`config.mk`:
```
export PLATFORM = sky130hd
export DESIGN_NAME = fifo_evict_price_cache
export DESIGN_NICKNAME = d
export VERILOG_FILES = /design/src/sv/fepc_pkg.sv /design/src/sv/fepc_ctrl.sv /design/src/sv/fepc_dp.sv /design/src/sv/fifo_evict_price_cache.sv
export SDC_FILE = /design/constraint.sdc
export NUM_CORES = 1
export LEC_CHECK = 0
export BUFFER_PORTS_ARGS = -buffer_cell sky130_fd_sc_hd__buf_2
export CAP_MARGIN = 20
export CELL_PAD_IN_SITES_DETAIL_PLACEMENT = 0
export CELL_PAD_IN_SITES_GLOBAL_PLACEMENT = 2
export CORE_ASPECT_RATIO = 0.75
export CORE_MARGIN = 1.5
export CORE_UTILIZATION = 23
export CTS_BUF_LIST = sky130_fd_sc_hd__clkbuf_2
export DETAILED_ROUTE_END_ITERATION = 12
export GPL_ROUTABILITY_DRIVEN = 1
export GPL_TIMING_DRIVEN = 0
export PLACE_DENSITY = 0.47
export SLEW_MARGIN = 20
export SYNTH_ARGS = -nofsm -noshare
export SYNTH_HDL_FRONTEND = slang
export SYNTH_SLANG_ARGS = --single-unit
```
`constraint.sdc`:
```
create_clock -name clk_i -period 14.6 [get_ports clk_i]
set_input_delay 3.65 -clock clk_i [delete_from_list [all_inputs] [get_ports clk_i]]
set_output_delay 3.65 -clock clk_i [all_outputs]
set_load 0.1 [all_outputs]
```
`src/sv/fepc_pkg.sv`:
```
// ----------------------------------------------------------------------------
// fepc_pkg: shared types and constants
// Sizes, item kinds, controller states and the command and status bundles
// that join the controller and the datapath of the price cache.
// ----------------------------------------------------------------------------
`default_nettype none

package fepc_pkg;

  localparam int unsigned ENTRIES = 16;
  localparam int unsigned IDX_W   = $clog2(ENTRIES);
  localparam int unsigned CNT_W   = $clog2(ENTRIES + 1);
  localparam int unsigned KIND_W  = 2;
  localparam int unsigned CODE_W  = 31;
  localparam int unsigned PRICE_W = 32;

  typedef enum logic [KIND_W-1:0] {
    KIND_INSERT = 2'd0,
    KIND_LOOKUP = 2'd1,
    KIND_CHANGE = 2'd2
  } kind_e;

  typedef enum logic [1:0] {
    ST_IDLE,
    ST_DECODE,
    ST_SCAN,
    ST_RESP
  } state_e;

  typedef struct packed {
    logic load;
    logic insert;
    logic scan;
    logic hit_take;
    logic write_price;
    logic respond;
  } fepc_cmd_t;

  typedef struct packed {
    logic [KIND_W-1:0] kind;
    logic              match;
    logic              exhausted;
    logic              out_free;
  } fepc_sts_t;

endpackage

`default_nettype wire

```
`src/sv/fepc_ctrl.sv`:
```
// ----------------------------------------------------------------------------
// fepc_ctrl: item sequencer
// Accepts one item at a time, steps the datapath through insert or scan,
// and hands the result to the output register.
// ----------------------------------------------------------------------------
`default_nettype none

module fepc_ctrl
  import fepc_pkg::*;
(
  input  wire logic      clk_i,
  input  wire logic      rst_ni,
  input  wire logic      in_valid_i,
  output logic           in_stall_o,
  input  wire fepc_sts_t sts_i,
  output fepc_cmd_t      cmd_o
);

  state_e state_q, state_d;

  always_ff @(posedge clk_i or negedge rst_ni) begin
    if (!rst_ni) begin
      state_q <= ST_IDLE;
    end else begin
      state_q <= state_d;
    end
  end

  // next state
  always_comb begin
    state_d = state_q;
    unique case (state_q)
      ST_IDLE: begin
        if (in_valid_i) state_d = ST_DECODE;
      end
      ST_DECODE: begin
        unique case (sts_i.kind)
          KIND_LOOKUP, KIND_CHANGE: state_d = ST_SCAN;
          default:                  state_d = ST_RESP;
        endcase
      end
      ST_SCAN: begin
        if (sts_i.match || sts_i.exhausted) state_d = ST_RESP;
      end
      ST_RESP: begin
        if (sts_i.out_free) state_d = ST_IDLE;
      end
      default: state_d = ST_IDLE;
    endcase
  end

  // commands
  always_comb begin
    cmd_o      = '0;
    in_stall_o = 1'b1;
    unique case (state_q)
      ST_IDLE: begin
        in_stall_o = 1'b0;
        cmd_o.load = in_valid_i;
      end
      ST_DECODE: begin
        cmd_o.insert = (sts_i.kind == KIND_INSERT);
      end
      ST_SCAN: begin
        priority if (sts_i.match) begin
          cmd_o.hit_take    = 1'b1;
          cmd_o.write_price = (sts_i.kind == KIND_CHANGE);
        end else if (!sts_i.exhausted) begin
          cmd_o.scan = 1'b1;
        end
      end
      ST_RESP: begin
        cmd_o.respond = sts_i.out_free;
      end
      default: cmd_o = '0;
    endcase
  end

endmodule

`default_nettype wire

```
`src/sv/fepc_dp.sv`:
```
// ----------------------------------------------------------------------------
// fepc_dp: cache datapath
// Key and price memories in a ring, newest pointer and fill count, the
// newest-to-oldest scan with registered reads, and the output register.
// ----------------------------------------------------------------------------
`default_nettype none

module fepc_dp
  import fepc_pkg::*;
(
  input  wire logic               clk_i,
  input  wire logic               rst_ni,
  input  wire fepc_cmd_t          cmd_i,
  output fepc_sts_t               sts_o,
  input  wire logic [KIND_W-1:0]  kind_i,
  input  wire logic [CODE_W-1:0]  item_code_i,
  input  wire logic [PRICE_W-1:0] price_cents_i,
  output logic                    out_valid_o,
  input  wire logic               out_stall_i,
  output logic                    hit_o,
  output logic [PRICE_W-1:0]      price_out_o,
  output logic                    is_full_o,
  output logic                    is_empty_o
);

  logic [CODE_W-1:0]  key_mem   [ENTRIES];
  logic [PRICE_W-1:0] price_mem [ENTRIES];

  logic [KIND_W-1:0]  kind_q;
  logic [CODE_W-1:0]  code_q;
  logic [PRICE_W-1:0] price_q;

  logic [IDX_W-1:0] newest_q, newest_d;
  logic [CNT_W-1:0] count_q, count_d;
  logic [CNT_W-1:0] age_q, age_d;
  logic             rd_valid_q, rd_valid_d;
  logic [IDX_W-1:0] rd_slot_q;
  logic [CODE_W-1:0]  key_rd_q;
  logic [PRICE_W-1:0] price_rd_q;

  logic               hit_q;
  logic [PRICE_W-1:0] price_res_q;

  logic               out_valid_q, out_valid_d;
  logic               out_hit_q;
  logic [PRICE_W-1:0] out_price_q;
  logic               out_full_q;
  logic               out_empty_q;

  logic [IDX_W-1:0] ins_slot;
  logic [IDX_W-1:0] age_idx;
  logic [IDX_W:0]   wrap_sum;
  logic [IDX_W-1:0] rd_addr;
  logic             issue;
  logic             full;

  assign full     = (count_q == CNT_W'(ENTRIES));
  assign ins_slot = (newest_q == IDX_W'(ENTRIES - 1)) ? '0 : newest_q + 1'b1;

  // slot of the entry age_q inserts older than the newest
  assign age_idx  = age_q[IDX_W-1:0];
  assign wrap_sum = {1'b0, newest_q} + (IDX_W+1)'(ENTRIES) - {1'b0, age_idx};
  assign rd_addr  = (newest_q >= age_idx) ? (newest_q - age_idx) : wrap_sum[IDX_W-1:0];
  assign issue    = cmd_i.scan && (age_q < count_q);

  always_comb begin
    newest_d = newest_q;
    count_d  = count_q;
    if (cmd_i.insert) begin
      newest_d = ins_slot;
      if (!full) count_d = count_q + 1'b1;
    end
  end

  always_comb begin
    age_d      = age_q;
    rd_valid_d = issue;
    if (cmd_i.load) begin
      age_d = '0;
    end else if (issue) begin
      age_d = age_q + 1'b1;
    end
  end

  always_comb begin
    out_valid_d = out_valid_q;
    if (cmd_i.respond) begin
      out_valid_d = 1'b1;
    end else if (!out_stall_i) begin
      out_valid_d = 1'b0;
    end
  end

  always_ff @(posedge clk_i or negedge rst_ni) begin
    if (!rst_ni) begin
      newest_q    <= '0;
      count_q     <= '0;
      age_q       <= '0;
      rd_valid_q  <= 1'b0;
      out_valid_q <= 1'b0;
    end else begin
      newest_q    <= newest_d;
      count_q     <= count_d;
      age_q       <= age_d;
      rd_valid_q  <= rd_valid_d;
      out_valid_q <= out_valid_d;
    end
  end

  // item capture and scan bookkeeping
  always_ff @(posedge clk_i) begin
    if (cmd_i.load) begin
      kind_q      <= kind_i;
      code_q      <= item_code_i;
      price_q     <= price_cents_i;
      hit_q       <= 1'b0;
      price_res_q <= '0;
    end else if (cmd_i.hit_take) begin
      hit_q <= 1'b1;
      if (kind_q == KIND_LOOKUP) price_res_q <= price_rd_q;
    end
    if (issue) rd_slot_q <= rd_addr;
  end

  // memories: one write port each, one registered read
  always_ff @(posedge clk_i) begin
    if (cmd_i.insert) key_mem[ins_slot] <= code_q;
    if (cmd_i.scan) key_rd_q <= key_mem[rd_addr];
  end

  always_ff @(posedge clk_i) begin
    if (cmd_i.insert) begin
      price_mem[ins_slot] <= price_q;
    end else if (cmd_i.write_price) begin
      price_mem[rd_slot_q] <= price_q;
    end
    if (cmd_i.scan) price_rd_q <= price_mem[rd_addr];
  end

  // output register, count already reflects this item
  always_ff @(posedge clk_i) begin
    if (cmd_i.respond) begin
      out_hit_q   <= hit_q;
      out_price_q <= price_res_q;
      out_full_q  <= full;
      out_empty_q <= (count_q == '0);
    end
  end

  assign sts_o.kind      = kind_q;
  assign sts_o.match     = rd_valid_q && (key_rd_q == code_q);
  assign sts_o.exhausted = (age_q >= count_q) && !rd_valid_q;
  assign sts_o.out_free  = !out_valid_q || !out_stall_i;

  assign out_valid_o = out_valid_q;
  assign hit_o       = out_hit_q;
  assign price_out_o = out_price_q;
  assign is_full_o   = out_full_q;
  assign is_empty_o  = out_empty_q;

endmodule

`default_nettype wire

```
`src/sv/fifo_evict_price_cache.sv`:
```
// ----------------------------------------------------------------------------
// fifo_evict_price_cache: key-to-price cache with oldest-first eviction
//
//   channel  direction  handshake              payload
//   in       input      in_valid_i/in_stall_o  kind_i, item_code_i, price_cents_i
//   out      output     out_valid_o/out_stall_i hit_o, price_out_o, is_full_o,
//                                               is_empty_o
//
// insert and unused kinds go straight to the result; a lookup or change
// scans the key memory newest to oldest, one read per cycle, up to and
// including the match, or through all entries held on a miss.
// one item is worked at a time; a new item is taken while a result waits.
// reset clears pointer, fill count and handshake state; memories need none.
// ----------------------------------------------------------------------------
`default_nettype none

module fifo_evict_price_cache
  import fepc_pkg::*;
(
  input  wire logic               clk_i,
  input  wire logic               rst_ni,
  input  wire logic               in_valid_i,
  output logic                    in_stall_o,
  input  wire logic [KIND_W-1:0]  kind_i,
  input  wire logic [CODE_W-1:0]  item_code_i,
  input  wire logic [PRICE_W-1:0] price_cents_i,
  output logic                    out_valid_o,
  input  wire logic               out_stall_i,
  output logic                    hit_o,
  output logic [PRICE_W-1:0]      price_out_o,
  output logic                    is_full_o,
  output logic                    is_empty_o
);

  fepc_cmd_t cmd;
  fepc_sts_t sts;

  fepc_ctrl u_ctrl (
    .clk_i      (clk_i),
    .rst_ni     (rst_ni),
    .in_valid_i (in_valid_i),
    .in_stall_o (in_stall_o),
    .sts_i      (sts),
    .cmd_o      (cmd)
  );

  fepc_dp u_dp (
    .clk_i         (clk_i),
    .rst_ni        (rst_ni),
    .cmd_i         (cmd),
    .sts_o         (sts),
    .kind_i        (kind_i),
    .item_code_i   (item_code_i),
    .price_cents_i (price_cents_i),
    .out_valid_o   (out_valid_o),
    .out_stall_i   (out_stall_i),
    .hit_o         (hit_o),
    .price_out_o   (price_out_o),
    .is_full_o     (is_full_o),
    .is_empty_o    (is_empty_o)
  );

`ifndef SYNTHESIS
  a_busy_after_accept: assert property (@(posedge clk_i) disable iff (!rst_ni)
    (in_valid_i && !in_stall_o) |=> in_stall_o)
    else $error("input taken again right after accept");

  a_flags_exclusive: assert property (@(posedge clk_i) disable iff (!rst_ni)
    out_valid_o |-> !(is_full_o && is_empty_o))
    else $error("cache reported full and empty at once");

  a_miss_price_zero: assert property (@(posedge clk_i) disable iff (!rst_ni)
    (out_valid_o && !hit_o) |-> (price_out_o == '0))
    else $error("nonzero price on a miss");
`endif

endmodule

`default_nettype wire

```
; Word-level counts from Yosys, hierarchy flattened
; Memory sizes are Yosys's and may differ from the RTL's. A register that Yosys moved wholly into a read port is not among the register bits.
; Cells that the tools add are included.
[word_totals]
out_inout_bits = 37
n_memories = 2
ff_bits = 155
ramBits = 1008
elab_cells = 84
[memory_table]
columns = name, words, width, rd, rd_clocked_by_memory_dff, write_ports, line_no
row1 = u_dp.price_mem, 16, 32, 1, 1, 1, fepc_dp.sv:27  ; logic [PRICE_W-1:0] price_mem [ENTRIES];
row2 = u_dp.key_mem, 16, 31, 1, 1, 1, fepc_dp.sv:26  ; logic [CODE_W-1:0] key_mem [ENTRIES];
[classes]
magnitude_cmp = 3
n_eq_ne = 12
addsub = 6
n_reduce_logical = 17
bitwise_logic = 1
mux = 27
[op_table]
columns = operator, n
row1 = 32-bit 2-to-1 mux, 1
row2 = 32-bit OR reduction, 1
row3 = 31-bit == test, 1
row4 = 1-bit 2-to-1 mux, 15
row5 = 4-bit 2-to-1 mux, 3
row6 = "5-bit by 1-bit adder with 5-bit output, second input constant", 2
row7 = 5-bit 2-to-1 mux, 2
row8 = "4-bit by 1-bit adder with 4-bit output, second input constant", 2
row9 = 2-bit 2-to-1 mux, 4
row10 = 2-bit one-hot mux with 4 select lines, 1
row11 = 4-bit subtractor, 2
row12 = "2-bit == test, second input constant", 3
row13 = "2-bit by 1-bit inequality test with 1-bit output, second input constant", 3
row14 = "5-bit == test, second input constant", 1
row15 = 5-bit greater-or-equal comparator, 1
row16 = 5-bit logical NOT, 1
row17 = 5-bit less-than comparator, 1
row18 = "2-bit by 1-bit == test with 1-bit output, second input constant", 2
row19 = "4-bit == test, second input constant", 1
row20 = 4-bit greater-or-equal comparator, 1
row21 = 2-bit logical NOT, 2
row22 = 2-bit AND reduction, 2
row23 = 1-bit logical AND, 3
row24 = 1-bit logical NOT, 3
row25 = 7 further kinds, 8

; Longest topological paths before layout
; Gate-level depths: netlist of run 1.
[depth]
ltp_word = 10
mapped_depth = 10
mapped_depth_nobuf = 8

; Hierarchy
; A second synthesis of run 1 with hierarchy kept.
[unflattened]
hier_cells = 2279
area_unflattened_um2 = 46903.7
[by_module_without_submodules]
columns = mod, cells_per_inst, seq_area_each_um2, area_each_um2, instances
row1 = fepc_dp, 2252, 36344.9, 46624.7, 1
row2 = fepc_ctrl, 27, 50.0, 279.0, 1

; Worst setup path before layout of run 1
; OpenSTA, ideal clock, no wires.
[synth_path]
path_type = input to register
start = input port out_stall_i
end = register u_dp.out_hit_q, in the netlist u_dp.hit_o (enable)
n_path_buf = 0
path_stages = 1
t_arrival_ns = 6.242
setup_ns = 0.481
t_required_ns = 14.119
setup_slack_ns = 7.878
path_cell_list = a21boi_0
[synth_via]
elab_chain_len = 3
[synth_lines]
columns = item, line_no
row1 = "start, declared", fifo_evict_price_cache.sv:28  ; input wire logic out_stall_i,
row2 = 1-bit logical NOT, n/a
row3 = 1-bit logical OR, fepc_dp.sv:153  ; assign sts_o.out_free = !out_valid_q || !out_stall_i;
row4 = 1-bit 2-to-1 mux, fepc_ctrl.sv:56  ; unique case (state_q)
row5 = "end signal, assigned", fepc_dp.sv:143  ; out_hit_q <= hit_q;
row6 = "end, declared", fepc_dp.sv:45  ; logic out_hit_q;
; Every way passes these cells.
; A chain may end at the register's enable or synchronous reset.

; Worst setup path in the final report of run 1
[layout_path]
start = register u_ctrl.state_q[0]
end = output port in_stall_o
[layout_via]
elab_chain_len = 2
[layout_lines]
columns = item, line_no
row1 = "start, declared", fepc_ctrl.sv:19  ; state_e state_q, state_d;
row2 = "start signal, assigned", fepc_ctrl.sv:25  ; state_q <= state_d;
row3 = 2-bit logical NOT, fepc_ctrl.sv:56
row4 = 1-bit 2-to-1 mux, fepc_ctrl.sv:56
row5 = "end, declared", fifo_evict_price_cache.sv:23  ; output logic in_stall_o,
; Every way passes these cells.

==> results of run 1 <==
==> Yosys cell counts, types with 4 or more instances <==
| master | n | share of area (%) |
|---|---|---|
| nor4_2 | 4 | 0.11 |
| inv_1 | 27 | 0.22 |
| nand2b_1 | 5 | 0.067 |
| edfxtp_1 | 1175 | 76 |
| a21oi_1 | 13 | 0.14 |
| mux4_2 | 252 | 12 |
| clkbuf_1 | 57 | 0.46 |
| buf_2 | 9 | 0.097 |
| xnor2_1 | 8 | 0.15 |
| a31oi_1 | 5 | 0.067 |
| nand3_1 | 13 | 0.14 |
| nor2_1 | 65 | 0.52 |
| dfrtp_1 | 18 | 0.97 |
| mux2i_1 | 223 | 4.8 |
| o21ai_0 | 11 | 0.12 |
| nand4_1 | 11 | 0.15 |
| dfxtp_1 | 33 | 1.4 |
| xor2_1 | 33 | 0.62 |
| and3_1 | 4 | 0.054 |
| nor2b_1 | 5 | 0.067 |
| buf_1 | 18 | 0.15 |
| nand2_1 | 30 | 0.24 |
| ha_1 | 24 | 0.64 |
| and2_1 | 4 | 0.054 |
==> report_power, final <==
part / internal [uW] / switching (uW) / leakage (uW)
sequential: 4360 / 216 / 0.0111
clock: 965 / 1440 / 0.00224
combinational: 2160 / 3170 / 0.00499
==> state kept, by name, summed over array words and instances (netlist names), 2 cells and up <==
signal / flops
u_ctrl.state_q: 2
u_dp.age_q: 5
u_dp.code_q: 31
u_dp.count_q: 5
u_dp.key_mem: 496
u_dp.key_rd_q: 31
u_dp.kind_q: 2
u_dp.newest_q: 4
u_dp.price_mem: 512
u_dp.price_out_o: 32
u_dp.price_q: 32
u_dp.price_rd_q: 32
u_dp.price_res_q: 32
u_dp.rd_slot_q: 4
==> per-stage QoR <==
stage	instance area, um^2	hold slack, ns	setup WS [ns]
after CTS	55500	0.441	7.85
after detailed placement	52600	0.416	8.71
final	55600	0.440	8.20
after global routing	55600	0.445	7.81
after global placement	50400	0.420	1.89
after floorplan	46600	0.408	7.88
==> layout make-up <==
type | instances | area, um^2
inverter | 27 | 101
antenna | 11 | 27.5
multi-input combinational | 749 | 10100
sequential | 1226 | 36400
timing repair buffer | 193 | 2340
fill | 20003 | 145000
clock buffer | 464 | 2320
clock inverter | 116 | 616
buffer | 88 | 393
tap | 2664 | 3330
==> worst min-delay path by stage <==
stage | from | to | slack [ns] | cells past startpoint
finish | u_dp.price_res_q[6] | u_dp.price_out_o[6] | 0.44 | 0
global route | u_dp.price_res_q[0] | u_dp.price_out_o[0] | 0.44 | 0
CTS | u_dp.price_res_q[6] | u_dp.price_out_o[6] | 0.44 | 0
detailed placement | u_dp.price_res_q[0] | u_dp.price_out_o[0] | 0.42 | 0
global placement | u_dp.price_res_q[0] | u_dp.price_out_o[0] | 0.42 | 0
floorplan | u_dp.price_res_q[0] | u_dp.price_out_o[0] | 0.41 | 0
==> layer usage <==
layer  global-route usage [%]  up-vias  wire length [um]
met2                     19.3      643             58100
met5                        0        -               127
met4                     3.91       20              2560
li1                         -     9956                 -
met3                     3.09      265              6490
met1                     17.1    11945             59700
==> critical path, delay by kind of cell (launching register included) <==
kind | cells | cell delay, ns
buffers and inverters | 3 | 0.61
flip-flops | 1 | 0.40
adder cells (fa/ha/maj) | 1 | 0.23
==> cell families after synthesis <==
group                    after synthesis  share of synthesized area (%)
flip-flops                          1226                           78.1
multiplexers                         476                           17.0
AND/OR/NAND/NOR                      159                           1.76
buffers and inverters                115                          0.991
AO/OA/AOI/OAI                         48                          0.639
XOR/XNOR                              41                          0.771
adder cells (fa/ha/maj)               25                          0.688
==> summary.txt, run 1 <==
Outcome
  • Status: complete, no violations

Critical path
  • Reg2Reg Setup Slack: roughly 9.5 ns
  • Critical Path Most Common Cell: inv_1
  • Crit. End Element: output port
  • Critical path's slowest cell: buf_2
  • CP arrival: approximately 2.8 ns
  • Crit-path max cell delay: between 0.4 and 0.5 ns
  • Crit path cell chain: inv_1 > ha_1 > inv_1 > buf_2
  • Crit start category: register
  • CP endpoint: in_stall_o
  • Worst r2r path cells: 10
  • Crit Path Max Fanout: 4
  • Worst setup startpoint: u_ctrl.state_q[0]
  • Critical Path RT: roughly 11 ns
  • WS Path Type: reg -> out
  • Reg2reg end: u_dp.price_rd_q[9]
  • R2R Path Start: u_dp.newest_q[0]

Floorplanning
  • Initial Utilization: 23.2%
  • Die Area: 205000 um^2
  • I/O pins: approximately 110
  • Cell Rows: roughly 140
  • Die W: 523 um
  • Core area: around 200000 um^2
  • Die Ht: ~390 um

Synthesis
  • Netlist cell types: 53
  • Post-synth top flop: edfxtp_1
  • Yosys Warn Count: 0
  • Post-synthesis sequential element count: ~1200
  • Register area share after synthesis: about four fifths
  • Synth Instances: approximately 2100
  • Asr flop ratio synth: roughly 1.5%
  • Syn nets: around 2200
  • Post-synth EDFFs: approximately 1200
  • Syn_area_per_cell: about 22 um^2
  • Post-Syn Area: 46600 um^2

Global route
  • First-pass GRT wire length: ~180000 um
  • GRT Residual Overflow: 0
  • Largest net degree at the start of global routing: 39
  • Overall routing resource usage: 12.4%
  • Number of global-route vias before repair: around 25000
  • Initial antenna violation count: 17

Finish
  • Commonest non-fill, non-tap cell in the layout: edfxtp_1
  • Fin util: between 20% and 30%
  • Area grow syn2layout: 19.4%
  • # nets final: around 2700
  • Commonest cells after routing, fill and taps aside: edfxtp_1, clkbuf_2, mux4_2
  • Post-route non-filler standard cell count: 5538
  • Layout cells sized above 1: between 30% and 40%

Timing
  • TNS Setup: 0 ns
  • Slew Limit Fails: 0
  • Relative slew margins: 24.0%
  • Hold Fails Final Rpt: 0
  • RSZ-0062 raised after global routing: false
  • Final period util: a little over two fifths
  • Minimum clock period: between 6 and 7 ns
  • Final setup vio count: 0
  • FMAX: between 0.15 and 0.2 GHz
  • Layout Skew: about 0.18 ns
  • Worst-Margin Slew: approximately 1.1 ns

Clock tree
  • H-tree depth: 5
  • Clock Path Buffers: 4
  • CTS resizes: 0
  • CTS tree: built
  • Worst-skew pair later-pin latency: roughly 1.7 ns
  • CTS Buf Count: 340
  • Clk slew on worst S/H paths: 0.09 ns
  • Clk sink count: around 1200
  • Post CTS Setup Buffer Count: 0
  • Clk root buf: clkbuf_2
  • Hold-fix buffers at CTS: 0

Detailed routing
  • Drt pass-1 iters: 5
  • Post-route DRC: 0
  • Vias: around 23000
  • Wire per inst: ~23 um
  • DRT iter0 DRCs: 1599
  • WL final: roughly 130000 um
  • Vias per inst: between 4 and 5
  • Antenna Nets Post-Route: 0

Run
  • Max Cap Violations: 0

Placement
  • Placed cell count: between 4000 and 5000
  • Placer Congestion: a little over 0.7
  • Port Buffer Count: between 100 and 150
  • Hpwl dp: between 80000 and 90000 um

Pwr
  • PwrDens: approximately 220 nW/um^2
  • Total Power: between 10000 and 15000 uW
  • Maximum vdd ir drop: between 0.1 and 0.15 mV
  • Leakage Power: approximately 0.018 uW

Hold path
  • Hold Path Class: reg -> reg
No activity file was read; power rests on OpenSTA's default activity.
==> inputs of run 2 (changes only) <==
==> constraint.sdc (replaced) <==
create_clock -name clk_i -period 6.55 [get_ports clk_i]
set_input_delay 1.6375 -clock clk_i [delete_from_list [all_inputs] [get_ports clk_i]]
set_output_delay 1.6375 -clock clk_i [all_outputs]
set_load 0.1 [all_outputs]
==> summary.txt, run 2 (synthesis gave the netlist of run 1 again) <==
Outcome
  • Status: complete, no violations

Floorplanning
  • Die Area: around 200000 um^2
  • Cell Rows: roughly 140
  • Core area: between 200000 and 250000 um^2
  • I/O pins: 106
  • Initial Utilization: between 20% and 30%
  • Die W: around 520 um
  • Die Ht: about 390 um

Timing
  • Layout Skew: between 0.15 and 0.2 ns
  • Setup WS post-layout: about 1.4 ns
  • Relative slew margins: 24.4%
  • Worst-Margin Slew: around 1.1 ns
  • FMAX: 0.193 GHz
  • Hold Fails Final Rpt: 0
  • TNS Setup: 0 ns
  • Minimum clock period: ~5.2 ns
  • Final setup vio count: 0
  • Slew Limit Fails: 0
  • Final period util: roughly four fifths
  • RSZ-0062 raised after global routing: false
  • Hold Slack: around 0.28 ns

Clock tree
  • CTS Buf Count: 340
  • Clock Path Buffers: 4
  • Worst-skew pair later-pin latency: around 1.7 ns
  • Clk slew on worst S/H paths: approximately 0.10 ns
  • H-tree depth: 5
  • CTS resizes: 0
  • Clk sink count: between 1000 and 1500
  • CTS tree: built
  • Clk root buf: clkbuf_2

Finish
  • Layout cells sized above 1: 35.1%
  • Number of fillers in the final layout: roughly 20000
  • Commonest non-fill, non-tap cell in the layout: edfxtp_1
  • Biggest regs: u_dp.price_mem: 512 flops, u_dp.key_mem: 496 flops
  • Post-route non-filler standard cell count: roughly 5600
  • Commonest cells after routing, fill and taps aside: edfxtp_1, clkbuf_2, mux4_2
  • # nets final: roughly 2800
  • Number of flip-flops in the largest register: 512
  • Top reg by flops: u_dp.price_mem
  • Area grow syn2layout: 20.6%

Pwr
  • Leakage Power: 0.0186 uW
  • PwrDens: 489 nW/um^2
  • Maximum vdd ir drop: 0.228 mV

Global route
  • First-pass GRT wire length: 180000 um
  • Number of global-route vias before repair: about 25000
  • Largest net degree at the start of global routing: 39
  • Overall routing resource usage: approximately 12%
  • GRT Residual Overflow: 0
  • Initial antenna violation count: 8

Detailed routing
  • Wire per inst: between 20 and 25 um
  • Drt pass-1 iters: 5
  • WL final: 127000 um
  • Post-route DRC: 0
  • Vias per inst: 4.11
  • Vias: 23007
  • Antenna Nets Post-Route: 0
  • DRT iter0 DRCs: 1647

Placement
  • Placer Congestion: 0.718
  • Port Buffer Count: roughly 110
  • Placed cell count: roughly 4900
  • Hpwl dp: ~85000 um
  • Post-place setup slack: between 1 and 1.5 ns

Critical path
  • CP arrival: about 6.4 ns
  • Crit-path max cell delay: 0.90 ns
  • WS Path Type: reg -> reg
  • Crit path max-delay family: buffers and inverters
  • Crit path cell chain: inv_1 > ha_1 > inv_1 > fa_1 > clkbuf_1 > clkbuf_1 > clkbuf_1 > mux4_2 > mux2i_1 > mux2i_1
  • Crit start category: register
  • Critical Path Most Common Cell: clkbuf_1
  • Crit Path Max Fanout: 11
  • Worst Path Buf+Inv: 5
  • Crit. End Element: register
  • Critical path's slowest cell: clkbuf_1
  • Critical Path RT: about 7.8 ns

Hold path
  • Hold Path Class: in -> reg

Run
  • Max Cap Violations: 0
## run 2: changes by cell type in the layout (fill, tap and decap cells not counted), sizes merged
cell,delta
dlygate4sd3,+56
diode,+2
## run 2: worst paths after layout
path / cells after the start / slack (ns) / endpoint / from
min reg2reg: 0 / 0.44 / u_dp.price_out_o[6] / u_dp.price_res_q[6]
min in group asynchronous: 2 / 0.58 / u_dp.count_q[4] / rst_ni
max reg2reg: 10 / 1.38 / u_dp.price_rd_q[9] / u_dp.newest_q[0]
max: 10 / 1.38 / u_dp.price_rd_q[9] / u_dp.newest_q[0]
min: 1 / 0.28 / u_dp.price_q[1] / price_cents_i[1]
max in group asynchronous: 2 / 5.59 / u_dp.age_q[3] / rst_ni
## run 2: stage by stage
step	instance area [um^2]	total power, uW	utilization [%]
6_report	56200	27500	28.0
5_1_grt	56100	29200	28.0
4_1_cts	56100	28200	28.0
3_5_place_dp	52600	22600	26.2
3_3_place_gp	50400	22200	25.2
2_1_floorplan	46600	17900	-
## run 2: routing by layer
| layer | vias to the layer above | wire (um) | global-route usage, % |
|---|---|---|---|
| met5 | - | 0 | 0 |
| met3 | 240 | 6450 | 2.92 |
| met1 | 12027 | 59900 | 17.2 |
| met2 | 664 | 58100 | 19.3 |
| met4 | 0 | 2540 | 3.91 |
| li1 | 10076 | - | - |
## run 2: repair_timing
action	CTS	global route
setup buffers	0	0
hold buffers	56	0
hold endpoints to repair	73	0
## run 2: report_power, final
| part | switching, uW | internal, uW |
|---|---|---|
| registers | 482 | 9730 |
| logic | 7070 | 4830 |
| clock network | 3220 | 2150 |
## run 2: final cells by class
cell class / instances / area (um^2) / share of cell area (%)
multi-input cells: 749 / 10100 / 17.9
well taps: 2664 / 3330 / 5.94
plain buffers: 88 / 393 / 0.700
inverters: 27 / 101 / 0.180
clock inverters: 116 / 616 / 1.10
diodes: 13 / 32.5 / 0.0579
repair buffers: 249 / 2900 / 5.16
flip-flops and latches: 1226 / 36400 / 64.8
clock buffers: 464 / 2320 / 4.14
